<file path="config.mk">
export PLATFORM = sky130hd
export DESIGN_NAME = playlist_shuffle_order_engine_core_flat
export DESIGN_NICKNAME = d
export VERILOG_FILES = /design/src/rtl/psoe_pkg.sv /design/src/rtl/psoe_cmd_if.sv /design/src/rtl/psoe_rsp_if.sv /design/src/rtl/psoe_rem.sv /design/src/rtl/playlist_shuffle_order_engine_core.sv /design/src/flat_wrapper.sv
export SDC_FILE = /design/constraint.sdc
export NUM_CORES = 2
export LEC_CHECK = 0
export ABC_AREA = 1
export BUFFER_PORTS_ARGS = -buffer_cell sky130_fd_sc_hd__buf_4
export CORE_MARGIN = 2
export CORE_UTILIZATION = 40
export CTS_BUF_LIST = sky130_fd_sc_hd__clkbuf_8
export DETAILED_ROUTE_END_ITERATION = 10
export GPL_ROUTABILITY_DRIVEN = 1
export PLACE_DENSITY_LB_ADDON = 0.2
export SKIP_LAST_GASP = 1
export SYNTH_ARGS = -nofsm -noshare
export SYNTH_HDL_FRONTEND = slang
export SYNTH_SLANG_ARGS = --single-unit
</file>
<file path="constraint.sdc">
create_clock -name clk -period 20.5 [get_ports clk]
set_clock_uncertainty 0.1 [all_clocks]
set_input_delay 1.025 -clock clk [delete_from_list [all_inputs] [get_ports clk]]
set_output_delay 1.025 -clock clk [all_outputs]
set_load 0.02 [all_outputs]
</file>
<file path="src/rtl/psoe_pkg.sv">
// Shared constants, field widths, command codes and the xorshift step for the shuffle-order engine.
package psoe_pkg;

	localparam int QUEUE_DEPTH_DEF = 64;

	localparam int RNG_W  = 32;
	localparam int MODE_W = 3;
	localparam int POS_W  = 8;
	localparam int SEED_W = 32;
	localparam int ITEM_W = 6;
	localparam int CPOS_W = 7;
	localparam int QLEN_W = 7;
	localparam int APB_W  = 32;
	localparam int ADDR_W = 3;

	localparam int XS_A = 13;
	localparam int XS_B = 17;
	localparam int XS_C = 5;

	localparam logic [RNG_W-1:0] RNG_RESET = 32'h9E37_79B9;
	localparam logic [RNG_W-1:0] SEED_MUL  = 32'd2654435761;

	localparam logic [MODE_W-1:0] MODE_RESTART = 3'd0;
	localparam logic [MODE_W-1:0] MODE_START   = 3'd1;
	localparam logic [MODE_W-1:0] MODE_NEXT    = 3'd2;
	localparam logic [MODE_W-1:0] MODE_PREV    = 3'd3;
	localparam logic [MODE_W-1:0] MODE_SHUFFLE = 3'd4;
	localparam logic [MODE_W-1:0] MODE_ENDED   = 3'd5;
	localparam logic [MODE_W-1:0] MODE_STOP    = 3'd6;

	// Register index decoded from the word address.
	localparam logic [ADDR_W-3:0] REG_QLEN = 1'b0;

	function automatic logic [RNG_W-1:0] xorshift32(input logic [RNG_W-1:0] s);
		logic [RNG_W-1:0] t;
		t = s ^ (s << XS_A);
		t = t ^ (t >> XS_B);
		t = t ^ (t << XS_C);
		return t;
	endfunction

endpackage

</file>
<file path="src/rtl/psoe_cmd_if.sv">
// Command channel: one word per playlist command.
interface psoe_cmd_if;
	logic                              valid;
	logic                              ready;
	logic [psoe_pkg::MODE_W-1:0]       mode;
	logic signed [psoe_pkg::POS_W-1:0] position;
	logic                              shuffle_request;
	logic [psoe_pkg::SEED_W-1:0]       time_seed;

	modport source (output valid, output mode, output position, output shuffle_request,
		output time_seed, input ready);
	modport sink (input valid, input mode, input position, input shuffle_request,
		input time_seed, output ready);
endinterface

</file>
<file path="src/rtl/psoe_rsp_if.sv">
// Result channel: one status word per command.
interface psoe_rsp_if;
	logic                               valid;
	logic                               ready;
	logic [psoe_pkg::ITEM_W-1:0]        item_index;
	logic signed [psoe_pkg::CPOS_W-1:0] current_pos;
	logic                               has_track;
	logic                               shuffle_state;
	logic                               queue_running;
	logic                               start_failed;

	modport source (output valid, output item_index, output current_pos, output has_track,
		output shuffle_state, output queue_running, output start_failed, input ready);
	modport sink (input valid, input item_index, input current_pos, input has_track,
		input shuffle_state, input queue_running, input start_failed, output ready);
endinterface

</file>
<file path="src/rtl/psoe_rem.sv">
// Bit-serial remainder unit: 32-bit dividend modulo a small divisor, one bit per cycle.
module psoe_rem #(
	parameter int QUEUE_DEPTH = psoe_pkg::QUEUE_DEPTH_DEF
) (
	input  logic                         clk,
	input  logic                         arst_n,
	input  logic                         start,
	input  logic [psoe_pkg::RNG_W-1:0]   dividend,
	input  logic [$clog2(QUEUE_DEPTH):0] divisor,
	output logic                         done,
	output logic [$clog2(QUEUE_DEPTH)-1:0] rem
);

	localparam int IW    = $clog2(QUEUE_DEPTH);
	localparam int DW    = IW + 1;
	localparam int CNT_W = $clog2(psoe_pkg::RNG_W);
	localparam logic [CNT_W-1:0] CNT_LAST = CNT_W'(psoe_pkg::RNG_W - 1);

	logic                       busy_q;
	logic                       done_q;
	logic [CNT_W-1:0]           cnt_q;
	logic [psoe_pkg::RNG_W-1:0] num_q;
	logic [DW-1:0]              den_q;
	logic [DW-1:0]              r_q;
	logic [DW:0]                trial;

	// Shift in the next dividend bit and subtract when the divisor fits.
	assign trial = {r_q, num_q[psoe_pkg::RNG_W-1]};

	always_ff @(posedge clk or negedge arst_n) begin
		if (!arst_n) begin
			busy_q <= 1'b0;
			done_q <= 1'b0;
			cnt_q  <= '0;
		end else begin
			done_q <= 1'b0;
			if (start) begin
				busy_q <= 1'b1;
				cnt_q  <= '0;
			end else if (busy_q) begin
				cnt_q <= cnt_q + CNT_W'(1);
				if (cnt_q == CNT_LAST) begin
					busy_q <= 1'b0;
					done_q <= 1'b1;
				end
			end
		end
	end

	always_ff @(posedge clk) begin
		if (start) begin
			num_q <= dividend;
			den_q <= divisor;
			r_q   <= '0;
		end else if (busy_q) begin
			num_q <= num_q << 1;
			if (trial >= {1'b0, den_q}) begin
				r_q <= DW'(trial - {1'b0, den_q});
			end else begin
				r_q <= DW'(trial);
			end
		end
	end

	assign done = done_q;
	assign rem  = r_q[IW-1:0];

endmodule

</file>
<file path="src/rtl/playlist_shuffle_order_engine_core.sv">
// Top level of the playlist shuffle-order engine: play-order memory, command sequencer, APB register.
//
// Commands arrive as words on the cmd channel (valid/ready) and each one produces exactly one
// status word on the rsp channel. The queue length is set through the APB port (register 0 at
// byte address 0) and should only be written while no command is in flight.
//
// The block handles one command at a time. cmd.ready is high only while the sequencer is idle.
// Restart, start, next, prev, track-end and stop are short commands. Turning shuffle on is the
// long command: each Fisher-Yates swap waits for the bit-serial remainder unit and then reads
// and writes the play-order memory, and a queue of n entries takes n - 1 such swaps.
// Turning shuffle off is a short command.
//
// The result sits in an output register. If the receiver stalls, the block still accepts and
// works on the next command and only waits when it has a second result to hand over.
//
// Reset clears the position to "no track", both flags, and loads the generator seed. The play
// order memory is not swept: a per-entry valid bit makes every unwritten entry read as its own
// address, which is the identity order. Restart and shuffle re-establish identity by clearing
// those valid bits, for the first n entries, all at once.
module playlist_shuffle_order_engine_core #(
	parameter int QUEUE_DEPTH = psoe_pkg::QUEUE_DEPTH_DEF
) (
	input  logic                          clk,
	input  logic                          arst_n,
	psoe_cmd_if.sink                      cmd,
	psoe_rsp_if.source                    rsp,
	input  logic                          psel,
	input  logic                          penable,
	input  logic                          pwrite,
	input  logic [psoe_pkg::ADDR_W-1:0]   paddr,
	input  logic [psoe_pkg::APB_W-1:0]    pwdata,
	output logic [psoe_pkg::APB_W-1:0]    prdata,
	output logic                          pready
);

	// Entry index width, signed position width, length width, and a width wide enough
	// to step a position or take the raw request without overflow.
	localparam int IW = $clog2(QUEUE_DEPTH);
	localparam int CW = IW + 1;
	localparam int NW = $clog2(QUEUE_DEPTH + 1);
	localparam int TW = ((CW > psoe_pkg::POS_W) ? CW : psoe_pkg::POS_W) + 1;

	typedef enum logic [4:0] {
		S_IDLE,
		S_DISP,
		S_GT_RD,
		S_GT_CHK,
		S_SH_RDJ,
		S_SH_START,
		S_SH_RNG,
		S_SH_DIV,
		S_SW_RDI,
		S_SW_RDK,
		S_SW_WRI,
		S_SW_WRK,
		S_SRCH,
		S_FX_RD,
		S_FX_WRP,
		S_FX_WRC,
		S_RDCUR,
		S_OUT
	} state_t;

	state_t state_q;

	// Configuration register.
	logic [psoe_pkg::QLEN_W-1:0] qlen_q;
	logic                        cfg_wr;
	logic [psoe_pkg::ADDR_W-3:0] cfg_idx;

	// Latched command.
	logic [psoe_pkg::MODE_W-1:0]       mode_q;
	logic signed [psoe_pkg::POS_W-1:0] pos_q;
	logic                              req_q;
	logic [psoe_pkg::SEED_W-1:0]       seed_q;

	// Architectural state outside the memory.
	logic signed [CW-1:0]       cur_q;
	logic                       shuf_q;
	logic                       act_q;
	logic [psoe_pkg::RNG_W-1:0] rng_q;
	logic                       fail_q;

	// Sequencer working registers.
	logic [IW-1:0] tgt_q;
	logic [IW-1:0] i_q;
	logic [IW-1:0] k_q;
	logic [IW-1:0] vi_q;
	logic [IW-1:0] j_q;
	logic          jv_q;
	logic [IW-1:0] p_q;
	logic [NW-1:0] s_q;
	logic          pend_q;
	logic          div_start_q;

	// Play-order memory with one read and one write port; read data is registered.
	logic [IW-1:0]          mem [QUEUE_DEPTH];
	logic [QUEUE_DEPTH-1:0] vld_q;
	logic [IW-1:0]          rdata_q;
	logic [IW-1:0]          raddr_q;
	logic                   rvld_q;
	logic                   rd_en;
	logic [IW-1:0]          mem_ra;
	logic                   mem_we;
	logic [IW-1:0]          mem_wa;
	logic [IW-1:0]          mem_wd;
	logic                   clr_en;
	logic [QUEUE_DEPTH-1:0] clr_mask;
	logic [IW-1:0]          rd_val;

	// Result register.
	logic                              rsp_vld_q;
	logic                              rsp_load;
	logic [psoe_pkg::ITEM_W-1:0]       item_q;
	logic signed [psoe_pkg::CPOS_W-1:0] cpos_q;
	logic                              has_q;
	logic                              shuf_o_q;
	logic                              run_q;
	logic                              sfail_q;

	// Derived values.
	logic [NW-1:0]         n;
	logic                  has_trk;
	logic [IW-1:0]         cur_idx;
	logic signed [TW-1:0]  idx;
	logic signed [TW-1:0]  nsig;
	logic [IW-1:0]         tgt;
	logic [IW:0]           div_den;
	logic                  div_done;
	logic [IW-1:0]         div_rem;

	// ------------------------------------------------------------------
	// APB register.
	// ------------------------------------------------------------------
	assign cfg_idx = paddr[psoe_pkg::ADDR_W-1:2];
	assign cfg_wr  = psel && penable && pwrite;
	assign pready  = 1'b1;
	assign prdata  = (cfg_idx == psoe_pkg::REG_QLEN) ? psoe_pkg::APB_W'(qlen_q) : '0;

	always_ff @(posedge clk or negedge arst_n) begin
		if (!arst_n) begin
			qlen_q <= '0;
		end else if (cfg_wr && (cfg_idx == psoe_pkg::REG_QLEN)) begin
			qlen_q <= pwdata[psoe_pkg::QLEN_W-1:0];
		end
	end

	// ------------------------------------------------------------------
	// Effective length, track test and jump target with wrap.
	// ------------------------------------------------------------------
	assign n = (32'(qlen_q) > 32'(QUEUE_DEPTH)) ? NW'(QUEUE_DEPTH) : NW'(qlen_q);

	assign has_trk = !cur_q[CW-1] && ((CW+1)'($unsigned(cur_q)) < (CW+1)'(n));
	assign cur_idx = cur_q[IW-1:0];

	always_comb begin
		priority if (mode_q == psoe_pkg::MODE_START) begin
			idx = TW'(pos_q);
		end else if (mode_q == psoe_pkg::MODE_PREV) begin
			idx = TW'(cur_q) - TW'(1);
		end else begin
			idx = TW'(cur_q) + TW'(1);
		end
		nsig = signed'(TW'(n));
		priority if (idx < 0) begin
			tgt = IW'(n - NW'(1));
		end else if (idx >= nsig) begin
			tgt = '0;
		end else begin
			tgt = IW'(idx);
		end
	end

	// ------------------------------------------------------------------
	// Memory port control, driven from the sequencer state.
	// ------------------------------------------------------------------
	always_comb begin
		rd_en  = 1'b0;
		mem_ra = '0;
		mem_we = 1'b0;
		mem_wa = '0;
		mem_wd = '0;
		unique case (state_q)
			S_GT_RD: begin
				rd_en  = 1'b1;
				mem_ra = tgt_q;
			end
			S_SH_RDJ, S_RDCUR, S_FX_RD: begin
				rd_en  = 1'b1;
				mem_ra = cur_idx;
			end
			S_SW_RDI: begin
				rd_en  = 1'b1;
				mem_ra = i_q;
			end
			S_SW_RDK: begin
				rd_en  = 1'b1;
				mem_ra = k_q;
			end
			S_SW_WRI: begin
				mem_we = 1'b1;
				mem_wa = i_q;
				mem_wd = rd_val;
			end
			S_SW_WRK: begin
				mem_we = 1'b1;
				mem_wa = k_q;
				mem_wd = vi_q;
			end
			S_SRCH: begin
				rd_en  = (s_q < n);
				mem_ra = s_q[IW-1:0];
			end
			S_FX_WRP: begin
				mem_we = 1'b1;
				mem_wa = p_q;
				mem_wd = rd_val;
			end
			S_FX_WRC: begin
				mem_we = 1'b1;
				mem_wa = cur_idx;
				mem_wd = j_q;
			end
			default: begin
			end
		endcase
	end

	// Identity order over the first n entries is restored by dropping their valid bits.
	assign clr_en = ((state_q == S_DISP) && (mode_q == psoe_pkg::MODE_RESTART)) ||
		(state_q == S_SH_START);

	always_comb begin
		for (int e = 0; e < QUEUE_DEPTH; e++) begin
			clr_mask[e] = (NW'(e) < n);
		end
	end

	always_ff @(posedge clk or negedge arst_n) begin
		if (!arst_n) begin
			vld_q <= '0;
		end else if (clr_en) begin
			vld_q <= vld_q & ~clr_mask;
		end else if (mem_we) begin
			vld_q[mem_wa] <= 1'b1;
		end
	end

	always_ff @(posedge clk) begin
		if (mem_we) begin
			mem[mem_wa] <= mem_wd;
		end
		if (rd_en) begin
			rdata_q <= mem[mem_ra];
			raddr_q <= mem_ra;
			rvld_q  <= vld_q[mem_ra];
		end
	end

	// An entry that was never written since identity was set holds its own address.
	assign rd_val = rvld_q ? rdata_q : raddr_q;

	// ------------------------------------------------------------------
	// Remainder unit for the swap partner k = rng mod (i + 1).
	// ------------------------------------------------------------------
	assign div_den = (IW+1)'(i_q) + (IW+1)'(1);

	psoe_rem #(
		.QUEUE_DEPTH(QUEUE_DEPTH)
	) u_rem (
		.clk     (clk),
		.arst_n  (arst_n),
		.start   (div_start_q),
		.dividend(rng_q),
		.divisor (div_den),
		.done    (div_done),
		.rem     (div_rem)
	);

	// ------------------------------------------------------------------
	// Command sequencer.
	// ------------------------------------------------------------------
	assign rsp_load = (state_q == S_OUT) && (!rsp_vld_q || rsp.ready);

	always_ff @(posedge clk or negedge arst_n) begin
		if (!arst_n) begin
			state_q     <= S_IDLE;
			cur_q       <= '1;
			shuf_q      <= 1'b0;
			act_q       <= 1'b0;
			rng_q       <= psoe_pkg::RNG_RESET;
			fail_q      <= 1'b0;
			rsp_vld_q   <= 1'b0;
			div_start_q <= 1'b0;
			pend_q      <= 1'b0;
			mode_q      <= '0;
			pos_q       <= '0;
			req_q       <= 1'b0;
			seed_q      <= '0;
			tgt_q       <= '0;
			i_q         <= '0;
			k_q         <= '0;
			vi_q        <= '0;
			j_q         <= '0;
			jv_q        <= 1'b0;
			p_q         <= '0;
			s_q         <= '0;
		end else begin
			div_start_q <= 1'b0;
			if (rsp_vld_q && rsp.ready) begin
				rsp_vld_q <= 1'b0;
			end
			unique case (state_q)
				S_IDLE: begin
					if (cmd.valid) begin
						mode_q  <= cmd.mode;
						pos_q   <= cmd.position;
						req_q   <= cmd.shuffle_request;
						seed_q  <= cmd.time_seed;
						state_q <= S_DISP;
					end
				end
				S_DISP: begin
					fail_q  <= 1'b0;
					state_q <= S_RDCUR;
					unique case (mode_q)
						psoe_pkg::MODE_RESTART: begin
							rng_q  <= seed_q * psoe_pkg::SEED_MUL + psoe_pkg::RNG_W'(1);
							cur_q  <= '1;
							shuf_q <= 1'b0;
						end
						psoe_pkg::MODE_START: begin
							if (n == '0) begin
								fail_q <= 1'b1;
							end else begin
								tgt_q   <= tgt;
								state_q <= S_GT_RD;
							end
						end
						psoe_pkg::MODE_NEXT, psoe_pkg::MODE_PREV: begin
							if (n != '0) begin
								tgt_q   <= tgt;
								state_q <= S_GT_RD;
							end
						end
						psoe_pkg::MODE_SHUFFLE: begin
							if ((req_q == shuf_q) || (n <= NW'(1))) begin
								shuf_q <= req_q && (n > NW'(1));
							end else begin
								state_q <= S_SH_RDJ;
							end
						end
						psoe_pkg::MODE_ENDED: begin
							if (n <= NW'(1)) begin
								act_q <= 1'b0;
							end else begin
								tgt_q   <= tgt;
								state_q <= S_GT_RD;
							end
						end
						psoe_pkg::MODE_STOP: begin
							act_q <= 1'b0;
						end
						default: begin
						end
					endcase
				end
				S_GT_RD: begin
					state_q <= S_GT_CHK;
				end
				S_GT_CHK: begin
					// A stale entry from a longer queue blocks the jump.
					if (NW'(rd_val) < n) begin
						cur_q <= signed'(CW'(tgt_q));
						act_q <= 1'b1;
					end
					state_q <= S_RDCUR;
				end
				S_SH_RDJ: begin
					jv_q    <= has_trk;
					state_q <= S_SH_START;
				end
				S_SH_START: begin
					j_q <= rd_val;
					if (req_q) begin
						i_q     <= IW'(n - NW'(1));
						state_q <= S_SH_RNG;
					end else begin
						if (jv_q) begin
							cur_q <= signed'(CW'(rd_val));
						end
						shuf_q  <= 1'b0;
						state_q <= S_RDCUR;
					end
				end
				S_SH_RNG: begin
					rng_q       <= psoe_pkg::xorshift32(rng_q);
					div_start_q <= 1'b1;
					state_q     <= S_SH_DIV;
				end
				S_SH_DIV: begin
					if (div_done) begin
						k_q     <= div_rem;
						state_q <= S_SW_RDI;
					end
				end
				S_SW_RDI: begin
					state_q <= S_SW_RDK;
				end
				S_SW_RDK: begin
					vi_q    <= rd_val;
					state_q <= S_SW_WRI;
				end
				S_SW_WRI: begin
					state_q <= S_SW_WRK;
				end
				S_SW_WRK: begin
					if (i_q == IW'(1)) begin
						if (jv_q) begin
							s_q     <= '0;
							pend_q  <= 1'b0;
							state_q <= S_SRCH;
						end else begin
							shuf_q  <= 1'b1;
							state_q <= S_RDCUR;
						end
					end else begin
						i_q     <= i_q - IW'(1);
						state_q <= S_SH_RNG;
					end
				end
				S_SRCH: begin
					// Reads stream one entry a cycle; each answer is checked in the next cycle.
					if (pend_q && (rd_val == j_q)) begin
						p_q     <= raddr_q;
						state_q <= S_FX_RD;
					end else if (s_q < n) begin
						s_q    <= s_q + NW'(1);
						pend_q <= 1'b1;
					end else if (pend_q) begin
						pend_q <= 1'b0;
					end else begin
						shuf_q  <= 1'b1;
						state_q <= S_RDCUR;
					end
				end
				S_FX_RD: begin
					state_q <= S_FX_WRP;
				end
				S_FX_WRP: begin
					state_q <= S_FX_WRC;
				end
				S_FX_WRC: begin
					shuf_q  <= 1'b1;
					state_q <= S_RDCUR;
				end
				S_RDCUR: begin
					state_q <= S_OUT;
				end
				S_OUT: begin
					if (rsp_load) begin
						rsp_vld_q <= 1'b1;
						state_q   <= S_IDLE;
					end
				end
				default: begin
					state_q <= S_IDLE;
				end
			endcase
		end
	end

	always_ff @(posedge clk) begin
		if (rsp_load) begin
			item_q   <= has_trk ? psoe_pkg::ITEM_W'(rd_val) : '0;
			cpos_q   <= psoe_pkg::CPOS_W'(cur_q);
			has_q    <= has_trk;
			shuf_o_q <= shuf_q;
			run_q    <= act_q;
			sfail_q  <= fail_q;
		end
	end

	assign cmd.ready         = (state_q == S_IDLE);
	assign rsp.valid         = rsp_vld_q;
	assign rsp.item_index    = item_q;
	assign rsp.current_pos   = cpos_q;
	assign rsp.has_track     = has_q;
	assign rsp.shuffle_state = shuf_o_q;
	assign rsp.queue_running = run_q;
	assign rsp.start_failed  = sfail_q;

`ifndef SYNTHESIS
	// The memory has no read-during-write forwarding, so the sequencer must never overlap them.
	a_no_rw_same_entry: assert property (@(posedge clk) disable iff (!arst_n)
		!(mem_we && rd_en && (mem_wa == mem_ra)))
		else $error("play order read and written at the same entry in one cycle");

	// The swap partner drawn by the remainder unit lies at or below the swap position.
	a_swap_partner_range: assert property (@(posedge clk) disable iff (!arst_n)
		(state_q == S_SW_RDI) |-> (k_q <= i_q))
		else $error("swap partner beyond the current shuffle position");

	// The remainder unit only finishes while the sequencer waits for it.
	a_rem_done_expected: assert property (@(posedge clk) disable iff (!arst_n)
		div_done |-> (state_q == S_SH_DIV))
		else $error("remainder finished outside the wait state");
`endif

endmodule
</file>
<file path="src/flat_wrapper.sv">
// flat-port wrapper written by rule: the top's interface ports become plain ports
module playlist_shuffle_order_engine_core_flat 
#(
	parameter int QUEUE_DEPTH = psoe_pkg::QUEUE_DEPTH_DEF
)
  (clk, arst_n, psel, penable, pwrite, paddr, pwdata, prdata, pready, cmd_valid, cmd_mode, cmd_position, cmd_shuffle_request, cmd_time_seed, cmd_ready, rsp_valid, rsp_item_index, rsp_current_pos, rsp_has_track, rsp_shuffle_state, rsp_queue_running, rsp_start_failed, rsp_ready);
  psoe_cmd_if cmd_i ();
  psoe_rsp_if rsp_i ();
  input  logic clk;
  input  logic arst_n;
  input  logic psel;
  input  logic penable;
  input  logic pwrite;
  input  logic [psoe_pkg::ADDR_W-1:0] paddr;
  input  logic [psoe_pkg::APB_W-1:0] pwdata;
  output logic [psoe_pkg::APB_W-1:0] prdata;
  output logic pready;
  input wire logic [$bits(cmd_i.valid)-1:0] cmd_valid;
  input wire logic [$bits(cmd_i.mode)-1:0] cmd_mode;
  input wire logic [$bits(cmd_i.position)-1:0] cmd_position;
  input wire logic [$bits(cmd_i.shuffle_request)-1:0] cmd_shuffle_request;
  input wire logic [$bits(cmd_i.time_seed)-1:0] cmd_time_seed;
  output wire logic [$bits(cmd_i.ready)-1:0] cmd_ready;
  output wire logic [$bits(rsp_i.valid)-1:0] rsp_valid;
  output wire logic [$bits(rsp_i.item_index)-1:0] rsp_item_index;
  output wire logic [$bits(rsp_i.current_pos)-1:0] rsp_current_pos;
  output wire logic [$bits(rsp_i.has_track)-1:0] rsp_has_track;
  output wire logic [$bits(rsp_i.shuffle_state)-1:0] rsp_shuffle_state;
  output wire logic [$bits(rsp_i.queue_running)-1:0] rsp_queue_running;
  output wire logic [$bits(rsp_i.start_failed)-1:0] rsp_start_failed;
  input wire logic [$bits(rsp_i.ready)-1:0] rsp_ready;
  assign cmd_i.valid = cmd_valid;
  assign cmd_i.mode = cmd_mode;
  assign cmd_i.position = cmd_position;
  assign cmd_i.shuffle_request = cmd_shuffle_request;
  assign cmd_i.time_seed = cmd_time_seed;
  assign cmd_ready = cmd_i.ready;
  assign rsp_valid = rsp_i.valid;
  assign rsp_item_index = rsp_i.item_index;
  assign rsp_current_pos = rsp_i.current_pos;
  assign rsp_has_track = rsp_i.has_track;
  assign rsp_shuffle_state = rsp_i.shuffle_state;
  assign rsp_queue_running = rsp_i.queue_running;
  assign rsp_start_failed = rsp_i.start_failed;
  assign rsp_i.ready = rsp_ready;
  playlist_shuffle_order_engine_core #(.QUEUE_DEPTH(QUEUE_DEPTH)) u_core (.clk(clk), .arst_n(arst_n), .cmd(cmd_i), .rsp(rsp_i), .psel(psel), .penable(penable), .pwrite(pwrite), .paddr(paddr), .pwdata(pwdata), .prdata(prdata), .pready(pready));
endmodule
</file>
==> impl_metrics.toml <==
[route]
vias_per_cell = 5.107
routed_wl_um = 119700
drc_errors = 0
final_antenna_net_count = 0
wl_per_cell_um = 19.33
drt_iter0_markers = 2550
vias = 31610
dr.pass1.iters = 6

[placement]
placed_area_um2 = 44590
pre_cts_slack_ps = 12920
hpwl_um = 80830
port_buffers = 84
gp_congestion = 0.9255

[critical_path]
crit_path_start_kind = "flop"
arrival_ps = 8160
crit_required_ps = 21080
critical_path_class = "flop to flop"
r2r-start = "u_core.seed_q[4]"
startpoint = "u_core.seed_q[4]"
critPathCaptureType = "flop"
critPathMaxFanout = 9

[finish]
final_area_um2 = 46850
syn_to_final_growth_pct = 9.757
drive_above_1_share_pct = 8.443
seqCellArea_um2 = 19180
nFillCells = 10340
utilization_pct = 44.38
num-nets-final = 5221
multi_input_area_um2 = 19700

[yosys]
yosysTopAreaCell = "edfxtp_1"
ys.warnings.count = 0
synth_top_area_share_pct = 31.87
yosys-top-cells-area = "edfxtp_1 32%, dfrtp_1 11%, fa_1 9.6%"
netlist_instances = 4633
ys_ff_latch = 676
synth_area_um2 = 42690
async_reset_ff_share_pct = 31.95
syn_area_per_cell_um2 = 9.214
synth-edff-count = 453
synth_ff_type = "edfxtp_1"
synth_cell_types = 55
yosysSeqAreaShare_pct = 44.94

[timing]
hold_viol = 0
final-setup-viol-count = 0
slew_violations = 0
layout_min_cycle_time_ps = 7582
setup_tns_ps = 0
finalCritPeriodShare_pct = 36.98
max_slew_margin_pct = 27.24
worst_pin_slew_ps = 1090
timing.fmax_ghz = 0.1319
finalWorstSetupSlack_ps = 12920
rsz0062_at_grt = "no"

[die]
core_area_um2 = 105600
io_pins = 138
die_width_um = 330.7
die_area_um2 = 109300
initial_core_util_pct = 40.44
core.rowCount = 119
dieHeight_um = 330.7

[clock_network]
clk_pin_slew_ps = 70
cts_tree = "yes"
root_buffer = "clkbuf_8"
cts_buffer_depth = 3
cts_resized = 0
insertion_delay_ps = 800
cts_sinks = 676
h-tree-depth = 3
cts_buffers = 117
cts_setup_buffers = 0
holdBufCountCts = 0

[flow_run]
cap_viol_max_count = 0

[grt]
grtUsageTotal_pct = 22.20
grt_pass1_vias = 31800
antenna_found_initial = 3
grt_max_degree = 180
grt_pass1_wl_um = 186000
grt_overflow = 0

[worst_hold_path]
worstHoldPathType = "input port to async pin"

[status]
status = "finished clean"
## logic make-up (layout without fill, tap and decap cells)
kind of cell             count (synthesis)  after routing  synth area share (%)
AND/OR/NAND/NOR                       1951           1951                 20.97
buffers and inverters                 1016           1156                 9.485
flip-flops                             676            676                 44.94
AO/OA/AOI/OAI                          450            450                 6.006
adder cells (fa/ha/maj)                439            439                 16.47
XOR/XNOR                                84             84                 1.723
multiplexers                            15             15                0.3928
other                                    2             28               0.01759
## through the flow
step	hold slack (ps)	std cells
CTS	163.3	6188
global route	204.5	6190
finish	171.8	6190
global placement	341.7	5968
floorplan	325.3	4657
detailed placement	352.4	5968
## worst max-delay path, stage by stage (launching register included)
cell and delay (ps):
dfrtp_1 720, inv_1 260, fa_1 600, inv_1 60
fa_1 460, fa_1 550, inv_1 50, fa_1 520
inv_1 50, fa_1 500, inv_1 50, fa_1 470
inv_1 50, fa_1 530, inv_1 50, fa_1 520
inv_1 40, ha_1 380, a21oi_1 270, o21ai_0 160
a21oi_1 150, nand3_1 200, a21o_1 220, or2_2 270
nand3_1 70, nand2_1 60, nand2_1 50, nand2_1 70
## Yosys cell counts (3+ instances only)
library cell	count
a211oi_1	11
a21o_1	6
a21oi_1	139
a31oi_1	24
and2_1	3
buf_1	14
buf_2	95
buf_4	31
clkbuf_1	56
clkinv_1	4
dfrtp_1	189
dfstp_2	27
dfxtp_1	7
edfxtp_1	453
fa_1	205
ha_1	234
inv_1	797
inv_2	19
mux2_2	14
nand2_1	835
nand2_2	5
nand3_1	514
nand3_2	4
nand3b_1	176
nand4_1	29
nor2_1	300
nor2_2	10
nor2_4	5
nor3_1	30
nor4_1	4
o211ai_1	25
o21a_1	5
o21ai_0	158
o21ai_1	14
o21ai_2	6
o21bai_1	7
o221ai_1	10
o22ai_1	34
or2_1	3
or2_2	30
xnor2_1	39
xor2_1	45
## flip-flops by register name, summed over array words and instances (netlist names), 7 cells and up
register / cells
u_core.mem: 384
u_core.s_q: 7
u_core.seed_q: 32
u_core.u_rem.r_q: 7
u_core.rsp.current_pos: 7
u_core.cur_q: 7
u_core.pos_q: 8
u_core.rng_q: 32
u_core.u_rem.num_q: 32
u_core.u_rem.den_q: 7
u_core.qlen_q: 7
u_core.vld_q: 64
## worst paths after layout
check	cells past startpoint	slack (ps)	endpoint
max	27	12920	u_core.rng_q[27]
max in group asynchronous	3	17870	u_core.vld_q[43]
min in group clk	2	360	u_core.rsp.valid
min reg2reg	0	360	u_core.rsp.start_failed
min	1	170	u_core.seed_q[0]
max reg2reg	27	12920	u_core.rng_q[27]
## per-layer routing
layer  wire length, um  part of all wire [%]  global-route usage (%)  vias up
met5                14                 0.012                       0        -
met4              3955                   3.3                   7.250        2
met3              7174                   6.0                   4.096      245
met2             55790                    47                   36.35      959
met1             52740                    44                   29.73    15140
li1                  -                     -                       -    15260
## area by class of cell
| class | count | area share, % |
|---|---|---|
| Clock inverter | 95 | 1.148 |
| Timing Repair Buffer | 116 | 1.901 |
| Antenna cell | 2 | 0.01068 |
| Tap cell | 1391 | 3.715 |
| Sequential cell | 676 | 40.94 |
| Inverter | 820 | 6.572 |
| Clock buffer | 125 | 3.672 |
| Multi-Input combinational cell | 2965 | 42.04 |
## cell usage in the layout, fill, tap and decap left out, types with 114 or more instances in the layout
cell type	instances
dfrtp_1	189
inv_1	832
nand3b_1	176
fa_1	205
a21oi_1	139
nand2_1	833
buf_4	114
clkbuf_8	125
ha_1	234
edfxtp_1	453
o21ai_0	158
nand3_1	514
nor2_1	298
Power is not shown: default switching activity piles up to over one toggle a cycle in this logic, so the estimate is an artifact.
